File: src/hw/rtl/pod_pkg.sv
// shared constants, payload types and sequencer states of the pattern delimiter
package pod_pkg;

  localparam int PATTERN_MAX = 16;
  localparam int IDX_W = (PATTERN_MAX > 1) ? $clog2(PATTERN_MAX) : 1;
  localparam int CNT_W = $clog2(PATTERN_MAX + 1);
  localparam int LEN_W = 5;
  localparam int PAT_REG_BYTES = 16;
  localparam int PAT_SEL_W = 4;

  localparam int CFG_DATA_W = 64;
  localparam int CFG_ADDR_W = 5;
  localparam int REG_SHIFT = 3;
  localparam int REG_IDX_W = CFG_ADDR_W - REG_SHIFT;

  localparam logic [REG_IDX_W-1:0] REG_LEN  = REG_IDX_W'(0);
  localparam logic [REG_IDX_W-1:0] REG_LOW  = REG_IDX_W'(1);
  localparam logic [REG_IDX_W-1:0] REG_HIGH = REG_IDX_W'(2);

  localparam logic [7:0] DELIM_BYTE = 8'h5F;

  typedef struct packed {
    logic [7:0] text_byte;
    logic       end_of_text;
  } in_item_t;

  typedef struct packed {
    logic [7:0] out_byte;
    logic       out_last;
  } out_item_t;

  typedef enum logic [1:0] {
    ST_TAKE,
    ST_BYTE,
    ST_FLUSH,
    ST_CLOSE
  } seq_state_t;

endpackage

File: src/hw/rtl/pod_cell.sv
// one window cell: holds a text byte, compares its incoming byte with its pattern byte
module pod_cell (
  input  logic       clk,
  input  logic       shift_en,
  input  logic [7:0] byte_in,
  input  logic [7:0] pat_byte,
  output logic [7:0] byte_q,
  output logic       match
);

  logic [7:0] byte_r;

  always_ff @(posedge clk) begin
    if (shift_en) begin
      byte_r <= byte_in;
    end
  end

  assign byte_q = byte_r;
  assign match  = (byte_in == pat_byte);

endmodule

File: src/hw/rtl/pod_outq.sv
// two-entry result queue between the sequencer and the output channel
module pod_outq (
  input  logic                clk,
  input  logic                rst_n,
  input  logic                push_valid,
  input  pod_pkg::out_item_t  push_item,
  output logic                can_push,
  output logic                out_valid,
  input  logic                out_ready,
  output pod_pkg::out_item_t  out_item
);

  pod_pkg::out_item_t e0_r, e0_nxt;
  pod_pkg::out_item_t e1_r, e1_nxt;
  logic [1:0]         cnt_r, cnt_nxt;
  logic               pop;

  assign pop       = out_valid && out_ready;
  assign out_valid = (cnt_r != 2'd0);
  assign out_item  = e0_r;
  assign can_push  = (cnt_r != 2'd2);

  always_comb begin
    e0_nxt  = e0_r;
    e1_nxt  = e1_r;
    cnt_nxt = cnt_r;
    priority if (pop && push_valid) begin
      if (cnt_r == 2'd1) begin
        e0_nxt = push_item;
      end else begin
        e0_nxt = e1_r;
        e1_nxt = push_item;
      end
    end else if (pop) begin
      e0_nxt  = e1_r;
      cnt_nxt = cnt_r - 2'd1;
    end else if (push_valid) begin
      if (cnt_r == 2'd0) begin
        e0_nxt = push_item;
      end else begin
        e1_nxt = push_item;
      end
      cnt_nxt = cnt_r + 2'd1;
    end else begin
      cnt_nxt = cnt_r;
    end
  end

  always_ff @(posedge clk) begin
    e0_r <= e0_nxt;
    e1_r <= e1_nxt;
    if (!rst_n) begin
      cnt_r <= 2'd0;
    end else begin
      cnt_r <= cnt_nxt;
    end
  end

endmodule

File: src/hw/rtl/pattern_occurrence_delimiter.sv
// top level: window cell chain, region sequencer, result queue and register port
// a released byte enters the output queue when its request is taken, a byte after a delimiter from the byte state
// throughput: one request per cycle while no delimiter is due and the queue has room; a delimiter stalls input
// end of text: held bytes are flushed with their delimiters, then a closing underscore if a region is open
// the sequencer produces one result per cycle into a two-entry output queue while the queue has room
// reset: synchronous rst_n clears text state and queue, length to 1, pattern bytes to 0
module pattern_occurrence_delimiter (
  input  logic                                 clk,
  input  logic                                 rst_n,
  input  logic                                 in_valid,
  output logic                                 in_ready,
  input  pod_pkg::in_item_t                    in_item,
  output logic                                 out_valid,
  input  logic                                 out_ready,
  output pod_pkg::out_item_t                   out_item,
  input  logic                                 psel,
  input  logic                                 penable,
  input  logic                                 pwrite,
  input  logic [pod_pkg::CFG_ADDR_W-1:0]       paddr,
  input  logic [pod_pkg::CFG_DATA_W-1:0]       pwdata,
  output logic [pod_pkg::CFG_DATA_W-1:0]       prdata,
  output logic                                 pready
);

  localparam int NCELL = pod_pkg::PATTERN_MAX;
  localparam int CW    = pod_pkg::CNT_W;
  localparam int IW    = pod_pkg::IDX_W;

  // register port
  logic [pod_pkg::LEN_W-1:0]        len_raw_r;
  logic [63:0]                      pat_low_r;
  logic [63:0]                      pat_high_r;
  logic                             cfg_wr;
  logic [pod_pkg::REG_IDX_W-1:0]    cfg_idx;
  logic                             cfg_len_wr;

  // cell chain
  logic [NCELL-1:0][7:0]            cell_in;
  logic [NCELL-1:0][7:0]            cell_q;
  logic [NCELL-1:0][7:0]            cell_pat;
  logic [NCELL-1:0]                 cell_match;
  logic [NCELL-1:0]                 beyond;
  logic [pod_pkg::PAT_REG_BYTES-1:0][7:0] pat_arr;

  // sequencer
  pod_pkg::seq_state_t              st_r, st_nxt, end_state;
  logic [CW-1:0]                    fill_r, fill_nxt;
  logic [CW-1:0]                    cover_r, cover_nxt;
  logic                             inside_r, inside_nxt;
  logic [7:0]                       held_byte_r, held_byte_nxt;
  logic                             held_last_r, held_last_nxt;

  logic [CW-1:0]                    len_eff;
  logic [CW-1:0]                    len_m1;
  logic [CW-1:0]                    fill_app;
  logic [CW-1:0]                    fill_m1;
  logic [CW-1:0]                    cov;
  logic [CW-1:0]                    cov_dec;
  logic [CW-1:0]                    rem_val;
  logic                             occ;
  logic                             rel_now;
  logic [7:0]                       rel_byte;
  logic [7:0]                       flush_byte;
  logic [7:0]                       step_byte;
  logic                             step_occ;
  logic                             need_delim;
  logic                             space;
  logic                             in_acc;
  logic                             fire;
  logic                             end_chk;
  logic                             finish;
  logic                             clear_text;
  logic                             push;
  logic                             step_act;
  pod_pkg::out_item_t               push_item;

  // register port
  assign pready     = 1'b1;
  assign cfg_wr     = psel && penable && pwrite && pready;
  assign cfg_idx    = paddr[pod_pkg::CFG_ADDR_W-1:pod_pkg::REG_SHIFT];
  assign cfg_len_wr = cfg_wr && (cfg_idx == pod_pkg::REG_LEN);

  always_ff @(posedge clk) begin
    if (!rst_n) begin
      len_raw_r  <= pod_pkg::LEN_W'(1);
      pat_low_r  <= '0;
      pat_high_r <= '0;
    end else if (cfg_wr) begin
      unique case (cfg_idx)
        pod_pkg::REG_LEN:  len_raw_r  <= pwdata[pod_pkg::LEN_W-1:0];
        pod_pkg::REG_LOW:  pat_low_r  <= pwdata;
        pod_pkg::REG_HIGH: pat_high_r <= pwdata;
        default: ;
      endcase
    end
  end

  always_comb begin
    unique case (cfg_idx)
      pod_pkg::REG_LEN:  prdata = pod_pkg::CFG_DATA_W'(len_raw_r);
      pod_pkg::REG_LOW:  prdata = pat_low_r;
      pod_pkg::REG_HIGH: prdata = pat_high_r;
      default:           prdata = '0;
    endcase
  end

  // effective pattern length
  always_comb begin
    if (len_raw_r == '0) begin
      len_eff = CW'(1);
    end else if (int'(len_raw_r) > NCELL) begin
      len_eff = CW'(NCELL);
    end else begin
      len_eff = CW'(len_raw_r);
    end
  end

  assign len_m1  = len_eff - CW'(1);
  assign pat_arr = {pat_high_r, pat_low_r};

  // cell chain, newest byte in cell 0
  for (genvar j = 0; j < NCELL; j++) begin : g_cell
    localparam logic [CW-1:0] CELL_NUM = CW'(j);
    logic [CW-1:0] pidx;

    assign pidx      = len_m1 - CELL_NUM;
    assign beyond[j] = (CELL_NUM >= len_eff);
    assign cell_pat[j] = (int'(pidx) < pod_pkg::PAT_REG_BYTES) ?
                         pat_arr[pod_pkg::PAT_SEL_W'(pidx)] : 8'h00;

    if (j == 0) begin : g_head
      assign cell_in[j] = in_item.text_byte;
    end else begin : g_link
      assign cell_in[j] = cell_q[j-1];
    end

    pod_cell u_cell (
      .clk      (clk),
      .shift_en (in_acc),
      .byte_in  (cell_in[j]),
      .pat_byte (cell_pat[j]),
      .byte_q   (cell_q[j]),
      .match    (cell_match[j])
    );
  end

  assign occ        = &(cell_match | beyond);
  assign rel_byte   = cell_in[len_m1[IW-1:0]];
  assign fill_m1    = fill_r - CW'(1);
  assign flush_byte = cell_q[fill_m1[IW-1:0]];
  assign fill_app   = (fill_r >= len_eff) ? len_eff : fill_r + CW'(1);
  assign rel_now    = (fill_app == len_eff);

  // handshake
  assign in_ready = (st_r == pod_pkg::ST_TAKE) && space;
  assign in_acc   = in_valid && in_ready;
  assign fire     = (st_r == pod_pkg::ST_TAKE) ? in_acc : space;

  // one release step: a delimiter when region state flips, else the byte
  always_comb begin
    unique case (st_r)
      pod_pkg::ST_TAKE: begin
        step_byte = rel_byte;
        step_occ  = occ;
        rem_val   = rel_now ? len_m1 : fill_app;
      end
      pod_pkg::ST_BYTE: begin
        step_byte = held_byte_r;
        step_occ  = 1'b0;
        rem_val   = fill_r;
      end
      pod_pkg::ST_FLUSH: begin
        step_byte = flush_byte;
        step_occ  = 1'b0;
        rem_val   = fill_m1;
      end
      default: begin
        step_byte = held_byte_r;
        step_occ  = 1'b0;
        rem_val   = '0;
      end
    endcase
  end

  assign cov        = step_occ ? len_eff : cover_r;
  assign cov_dec    = (cov == '0) ? '0 : cov - CW'(1);
  assign need_delim = ((cov != '0) != inside_r);

  always_comb begin
    unique case (st_r)
      pod_pkg::ST_TAKE:  end_chk = fire && in_item.end_of_text && !(rel_now && need_delim);
      pod_pkg::ST_BYTE:  end_chk = fire && held_last_r;
      pod_pkg::ST_FLUSH: end_chk = fire && !need_delim;
      default:           end_chk = 1'b0;
    endcase
  end

  assign finish     = end_chk && (rem_val == '0) && !inside_r;
  assign clear_text = finish || (fire && (st_r == pod_pkg::ST_CLOSE)) || cfg_len_wr;
  assign end_state  = (rem_val != '0) ? pod_pkg::ST_FLUSH :
                      inside_r        ? pod_pkg::ST_CLOSE : pod_pkg::ST_TAKE;

  // next state
  always_comb begin
    st_nxt = st_r;
    unique case (st_r)
      pod_pkg::ST_TAKE: begin
        if (fire && rel_now && need_delim) begin
          st_nxt = pod_pkg::ST_BYTE;
        end else if (end_chk) begin
          st_nxt = end_state;
        end
      end
      pod_pkg::ST_BYTE: begin
        if (fire) begin
          st_nxt = end_chk ? end_state : pod_pkg::ST_TAKE;
        end
      end
      pod_pkg::ST_FLUSH: begin
        if (end_chk) begin
          st_nxt = end_state;
        end
      end
      pod_pkg::ST_CLOSE: begin
        if (fire) begin
          st_nxt = pod_pkg::ST_TAKE;
        end
      end
      default: st_nxt = pod_pkg::ST_TAKE;
    endcase
    if (cfg_len_wr) begin
      st_nxt = pod_pkg::ST_TAKE;
    end
  end

  // outputs and text state
  assign push     = fire && ((st_r != pod_pkg::ST_TAKE) || rel_now);
  assign step_act = push && (st_r != pod_pkg::ST_CLOSE);

  always_comb begin
    push_item.out_byte = ((st_r == pod_pkg::ST_CLOSE) || need_delim) ?
                         pod_pkg::DELIM_BYTE : step_byte;
    push_item.out_last = (st_r == pod_pkg::ST_CLOSE) || finish;
  end

  always_comb begin
    fill_nxt      = fill_r;
    cover_nxt     = cover_r;
    inside_nxt    = inside_r;
    held_byte_nxt = held_byte_r;
    held_last_nxt = held_last_r;
    if (in_acc) begin
      fill_nxt      = rel_now ? len_m1 : fill_app;
      held_byte_nxt = rel_byte;
      held_last_nxt = in_item.end_of_text;
    end
    if (step_act) begin
      if (need_delim) begin
        inside_nxt = !inside_r;
        cover_nxt  = cov;
      end else begin
        cover_nxt = cov_dec;
        if (st_r == pod_pkg::ST_FLUSH) begin
          fill_nxt = fill_m1;
        end
      end
    end
    if (clear_text) begin
      fill_nxt   = '0;
      cover_nxt  = '0;
      inside_nxt = 1'b0;
    end
  end

  always_ff @(posedge clk) begin
    held_byte_r <= held_byte_nxt;
    held_last_r <= held_last_nxt;
    if (!rst_n) begin
      st_r     <= pod_pkg::ST_TAKE;
      fill_r   <= '0;
      cover_r  <= '0;
      inside_r <= 1'b0;
    end else begin
      st_r     <= st_nxt;
      fill_r   <= fill_nxt;
      cover_r  <= cover_nxt;
      inside_r <= inside_nxt;
    end
  end

  pod_outq u_outq (
    .clk        (clk),
    .rst_n      (rst_n),
    .push_valid (push),
    .push_item  (push_item),
    .can_push   (space),
    .out_valid  (out_valid),
    .out_ready  (out_ready),
    .out_item   (out_item)
  );

endmodule

File: config.mk
export PLATFORM = sky130hd
export DESIGN_NAME = pattern_occurrence_delimiter
export DESIGN_NICKNAME = d
export VERILOG_FILES = /design/src/hw/rtl/pod_pkg.sv /design/src/hw/rtl/pod_cell.sv /design/src/hw/rtl/pod_outq.sv /design/src/hw/rtl/pattern_occurrence_delimiter.sv
export SDC_FILE = /design/constraint.sdc
export NUM_CORES = 1
export LEC_CHECK = 0
export ABC_AREA = 1
export BUFFER_PORTS_ARGS = -buffer_cell sky130_fd_sc_hd__buf_4
export CORE_MARGIN = 4
export CORE_UTILIZATION = 23
export DETAILED_ROUTE_END_ITERATION = 10
export PLACE_DENSITY_LB_ADDON = 0.05
export SYNTH_ARGS = -nofsm -noshare
export SYNTH_HDL_FRONTEND = slang
export SYNTH_SLANG_ARGS = --single-unit
File: constraint.sdc
create_clock -name clk -period 9.7 [get_ports clk]
set_input_delay 0 -clock clk [delete_from_list [all_inputs] [get_ports clk]]
set_output_delay 0 -clock clk [all_outputs]
set_load 0.02 [all_outputs]
# After elaboration in Yosys (flattened, before gate mapping)
# Cells that the tools add are included.
dict set report op_classes {
  add_sub_neg 21
  n_lt_le_gt_ge 51
  eq_ne 31
  muxes 90
  n_bitwise 3
  n_reduce_logical 52
}
# operator count
set op_table {}
lappend op_table {{$bmux W8 S4} 18}
lappend op_table {{$mux W8} 35}
lappend op_table {{$pmux W64 S3} 1}
lappend op_table {{$eq A8 B8 Y1} 16}
lappend op_table {{$mux W9} 10}
lappend op_table {{$lt A4 B5 Y1 const B} 17}
lappend op_table {{$lt A5 B5 Y1 const B} 16}
lappend op_table {{$mux W5} 11}
lappend op_table {{$ge A4 B5 Y1 const A} 8}
lappend op_table {{$sub A5 B4 Y5 const B} 8}
lappend op_table {{$ge A3 B5 Y1 const A} 4}
lappend op_table {{$sub A5 B1 Y5 const B} 4}
lappend op_table {{$sub A5 B3 Y5 const B} 4}
lappend op_table {{$logic_and A1 B1 Y1} 19}
lappend op_table {{$mux W2} 9}
lappend op_table {{$or A16 B16 Y16} 1}
lappend op_table {{$pmux W8 S2} 1}
lappend op_table {{$reduce_and A16 Y1} 1}
lappend op_table {{$logic_not A5 Y1} 3}
lappend op_table {{$pmux W5 S3} 1}
lappend op_table {{$reduce_and A2 Y1} 7}
lappend op_table {{$ne A2 B2 Y1 const B} 6}
lappend op_table {{$ge A1 B5 Y1 const A} 2}
lappend op_table {{$ge A2 B5 Y1 const A} 2}
lappend op_table {{other kinds (23)} 44}
dict set report totals {
  ff_bits 303
  inputBits 85
  wordCells 278
}

# Depth between registers and ports, before layout
dict set report logic_depth {
  ltp_word 26
  mapped_depth 49
  ltp_nobuf 44
}

# Hierarchy
# A second synthesis with hierarchy kept.
dict set report hier_totals {
  cells_unflattened 3775
  area_unflattened_um2 23725.3
}
# module n_inst cells_each area_per_inst_um2 seq_area_each_um2
set modules_own_cells {}
lappend modules_own_cells {pattern_occurrence_delimiter 1 2788 15965.3 3193.1}
lappend modules_own_cells {pod_cell 16 54 412.9 240.2}
lappend modules_own_cells {pod_outq 1 123 1153.6 580.6}

# Worst setup path after synthesis
# No wires, ideal clock.
dict set report synth_timing {
  kind {reg2reg}
  from {register len_raw_r[4] (netlist name)}
  to {register u_outq.e0_r, in the netlist u_outq.out_item[1] (data pin)}
  setup_time_ns 0.261
  arrival_ns 5.871
  required_ns 9.439
  slack_ns 3.568
  path_stages_with_launch 45
  n_path_buf 9
  period_less_slack_ns 6.132
  path_cell_list {dfxtp_1 buf_4 inv_4 nand3_1 nand2_1 buf_2 buf_2 clkbuf_1 clkbuf_1 clkbuf_1 ha_1 buf_4 inv_1 clkbuf_1 clkbuf_1 nand3_1 nand3_1 nand3_1 [... 9 more ...] clkinv_1 nand2_1 nor2_1 nand3_2 clkinv_1 or2_2 o21a_1 inv_1 ha_1 nand3_2 nor2_2 nand3_2 nand2_2 inv_2 nor2_4 nand4_1 nor2_1 o22ai_1}
}
# item line
set synth_lines {}
lappend synth_lines {{start, declared} pattern_occurrence_delimiter.sv:30} ;# logic [pod_pkg::LEN_W-1:0] len_raw_r;
lappend synth_lines {{start signal, assigned} pattern_occurrence_delimiter.sv:85} ;# len_raw_r <= pod_pkg::LEN_W'(1);
lappend synth_lines {{start signal, assigned} pattern_occurrence_delimiter.sv:90} ;# pod_pkg::REG_LEN: len_raw_r <= pwdata[pod_pkg::LEN_W-1:0];
lappend synth_lines {{end signal, assigned} pod_outq.sv:50} ;# e0_r <= e0_nxt;
lappend synth_lines {{end, declared} pod_outq.sv:13} ;# pod_pkg::out_item_t e0_r, e0_nxt;

==> flow_metrics.tcl <==
set metrics [dict create \
    start_util 0.233 \
    crit_buf_inv 8 \
    required_ps 10060 \
    crit_path_max_incr_delay_ps 790 \
    die_h_um 328 \
    clockPowerShare 0.253 \
    worstSetupPathType "flop to flop" \
    crit-reg2reg-launch "len_raw_r[4]" \
    wl_mm 142 \
    timing.slew.headroom 0.248 \
    wl_met2_mm 65.8 \
    final_nets 3805 \
    avgSynthCellArea_um2 6.53 \
    syn_inst 3594 \
    cts_sinks 303 \
    critical_path.max_fanout 32 \
    synth_cell_types 57 \
    yosys.area.top_type "nand3_1" \
    firstDrtPassIters 8 \
    io_pins 161 \
    cts_tree "yes" \
    min_from "out_ready" \
    final_layout_size_suffix_gt1_frac 0.0955 \
    htree_levels 2 \
    p_int_mw 3.40 \
    viasPerCell 5.37 \
    hold_depth 4 \
    syn_nets 3701 \
    place_ws_ps 1690 \
    antenna_found_initial 1 \
    synth_top_area_share 0.201 \
    hold_path.class "primary input to flop" \
    r2r_end "u_outq.out_item[5]" \
    place_congestion 0.937 \
    vias 27319 \
    grt_pass1_wl_mm 200 \
    clock_skew_ps 26.5 \
    area_growth_pct 19.1 \
    whs_endpoint "u_outq.cnt_r[1]" \
    top_layer_used "met4" \
    rrSetupSlack_ps 1580 \
    r2r_cells 37 \
    grt_setup_unrepaired "false" \
    core_area_um2 101000 \
    worstSkewPairLatency_ps 620 \
    ys_warn_count 0 \
    setup_viol 0 \
    wl_met1_mm 64.0 \
    cp.arrival_ps 8480 \
    status "finished, final reports clean" \
    fin_crit_sh 0.837 \
    wl_met3_mm 6.47 \
    cts_made_buffers 42 \
    crit_top_cell "nand2_1" \
    syn_area_um2 23500 \
    std_cell_rows 116 \
    grt_pass1_vias 26485 \
    root_buffer "clkbuf_16" \
    path_clk_slew_ps 60 \
    max_freq_mhz 123 \
    combPwrFrac 0.433 \
    cp-end-kind "flop" \
    yosys-top-cells-area "nand3_1 (20%), edfxtp_1 (20%), dfxtp_1 (13%)" \
    startpoint_type "flop" \
    hold_violations 0 \
    crit_cells 37 \
    async_flop_share 0 \
    wire_per_inst_um 28.0 \
    drc_errors 0 \
    slew_violations 0 \
    n_fill_cell 11326 \
    ir_worst_vdd_mv 0.129 \
    setup_slack_ps 1580 \
    leakage_nw 11.5 \
    power_mw 6.36 \
    swShare 0.466 \
    power_per_cell_area_nw_per_um2 227 \
    synth_seq_cells 303 \
    setup_tns_ps 0 \
    chipWidth_um 328 \
    pwr-share-seq 0.315 \
    track_usage 0.259 \
    grt_max_degree 90 \
    maxCapViolCount 0 \
    io_buffers 156 \
    switchingPower_mw 2.96 \
    clk_path_buf_depth 3 \
    worst_slew_pin_slew_ps 1130 \
    gr-total-overflow 0 \
    seq_area_frac_synth 0.324 \
    utilization 0.278 \
    first_iter_violations 2794 \
    period_minus_slack_ps 8120 \
    dp_hpwl_mm 111 \
    synth-edff-count 155 \
    critical_path.slowest_cell "dfxtp_1" \
    cp_top_family "simple AND/OR/NAND/NOR gates" \
    ant_nets 0 \
    die-area_um2 107000 \
    synth_top_flop_cell "edfxtp_1" \
]
[cells by family after synthesis]
family          share of synthesized area
buf+inv                            0.0871
xor+xnor                           0.0183
flops                               0.324
compound gates                      0.156
simple gates                        0.403
fa+ha+maj                          0.0117
other cells                      0.000160
[layout by cell type, fill, tap and decap left out, types with 21 or more instances in the layout]
master	instances
o221ai_1	27
a21oi_1	171
buf_4	215
nand2_1	786
xor2_1	21
nand3_1	943
dlygate4sd3_1	75
dfxtp_1	147
o22ai_1	39
ha_1	21
nand4_1	111
clkbuf_16	44
o211ai_1	26
nor2_1	210
edfxtp_1	155
o21ai_0	271
a22o_1	21
inv_1	251
[state kept, by name (all words and copies together) (netlist names), 8 cells and up]
name	count
pat_high_r	64
g_cell.u_cell.byte_q	128
u_outq.out_item	9
pat_low_r	64
held_byte_r	8
u_outq.e1_r	9
[worst reg2reg max path, delay by kind of cell (launching register included)]
family,cells,cell delay [ps]
and+or+nand+nor,25,4170
buffers and inverters,8,1810
adders and majority gates,2,830
DFF,1,790
AOI/OAI and AO/OA,2,210
[layer usage]
| metal | track usage | up-vias |
|---|---|---|
| met2 | 0.428 | 882 |
| li1 | - | 12763 |
| met1 | 0.349 | 13479 |
| met5 | 0 | - |
| met4 | 0.100 | 0 |
| met3 | 0.0243 | 195 |
[power by group through the flow]
stage	Sequential (mW)	Clock, mW	Combinational [mW]
CTS	2.00	1.66	2.73
detailed placement	2.03	0	2.69
finish	2.00	1.61	2.75
floorplan	1.90	0	1.69
global placement	2.04	0	2.70
global route	2.02	1.70	3.02
[synth_stat cells, types with 22 or more instances]
master    number
a21oi_1      172
buf_2         61
clkbuf_1     138
dfxtp_1      148
edfxtp_1     155
ha_1          22
inv_1        254
nand2_1      788
nand3_1      944
nand4_1      111
nor2_1       214
o211ai_1      26
o21ai_0      271
o221ai_1      27
o22ai_1       39
[worst max-delay path by stage]
stage	startpoint	to	slack, ps
detailed placement	len_raw_r[4]	u_outq.out_item[5]	1690
floorplan	len_raw_r[4]	u_outq.out_item[1]	3570
global route	len_raw_r[4]	u_outq.out_item[1]	1130
global placement	len_raw_r[4]	u_outq.out_item[5]	1760
finish	len_raw_r[4]	u_outq.out_item[5]	1580
CTS	len_raw_r[4]	u_outq.out_item[5]	1680
[stage by stage]
step,instances,cell area [um2],hold slack [ps]
after detailed placement,4936,25900,193
after global routing,5086,28000,127
after floorplan,3594,23500,98.9
after global placement,4936,25900,195
after CTS,5086,28000,87.8
final,5087,28000,113
[area by class of cell]
type / instances / area [um2] / share of cell area
flip-flops and latches: 303 / 7620 / 0.272
clock buffers: 54 / 1150 / 0.0411
diodes: 1 / 2.50 / 0.0000895
well taps: 1357 / 1700 / 0.0607
clock inverters: 21 / 220 / 0.00787
repair buffers: 290 / 2360 / 0.0845
inverters: 278 / 1050 / 0.0376
multi-input cells: 2783 / 13900 / 0.496
[timing repair]
action	in CTS	in global routing
hold buffers	75	0
buffers inserted	0	0
hold endpoints to repair	146	0
resized for setup	0	0
No activity file was read; power rests on OpenSTA's default activity.
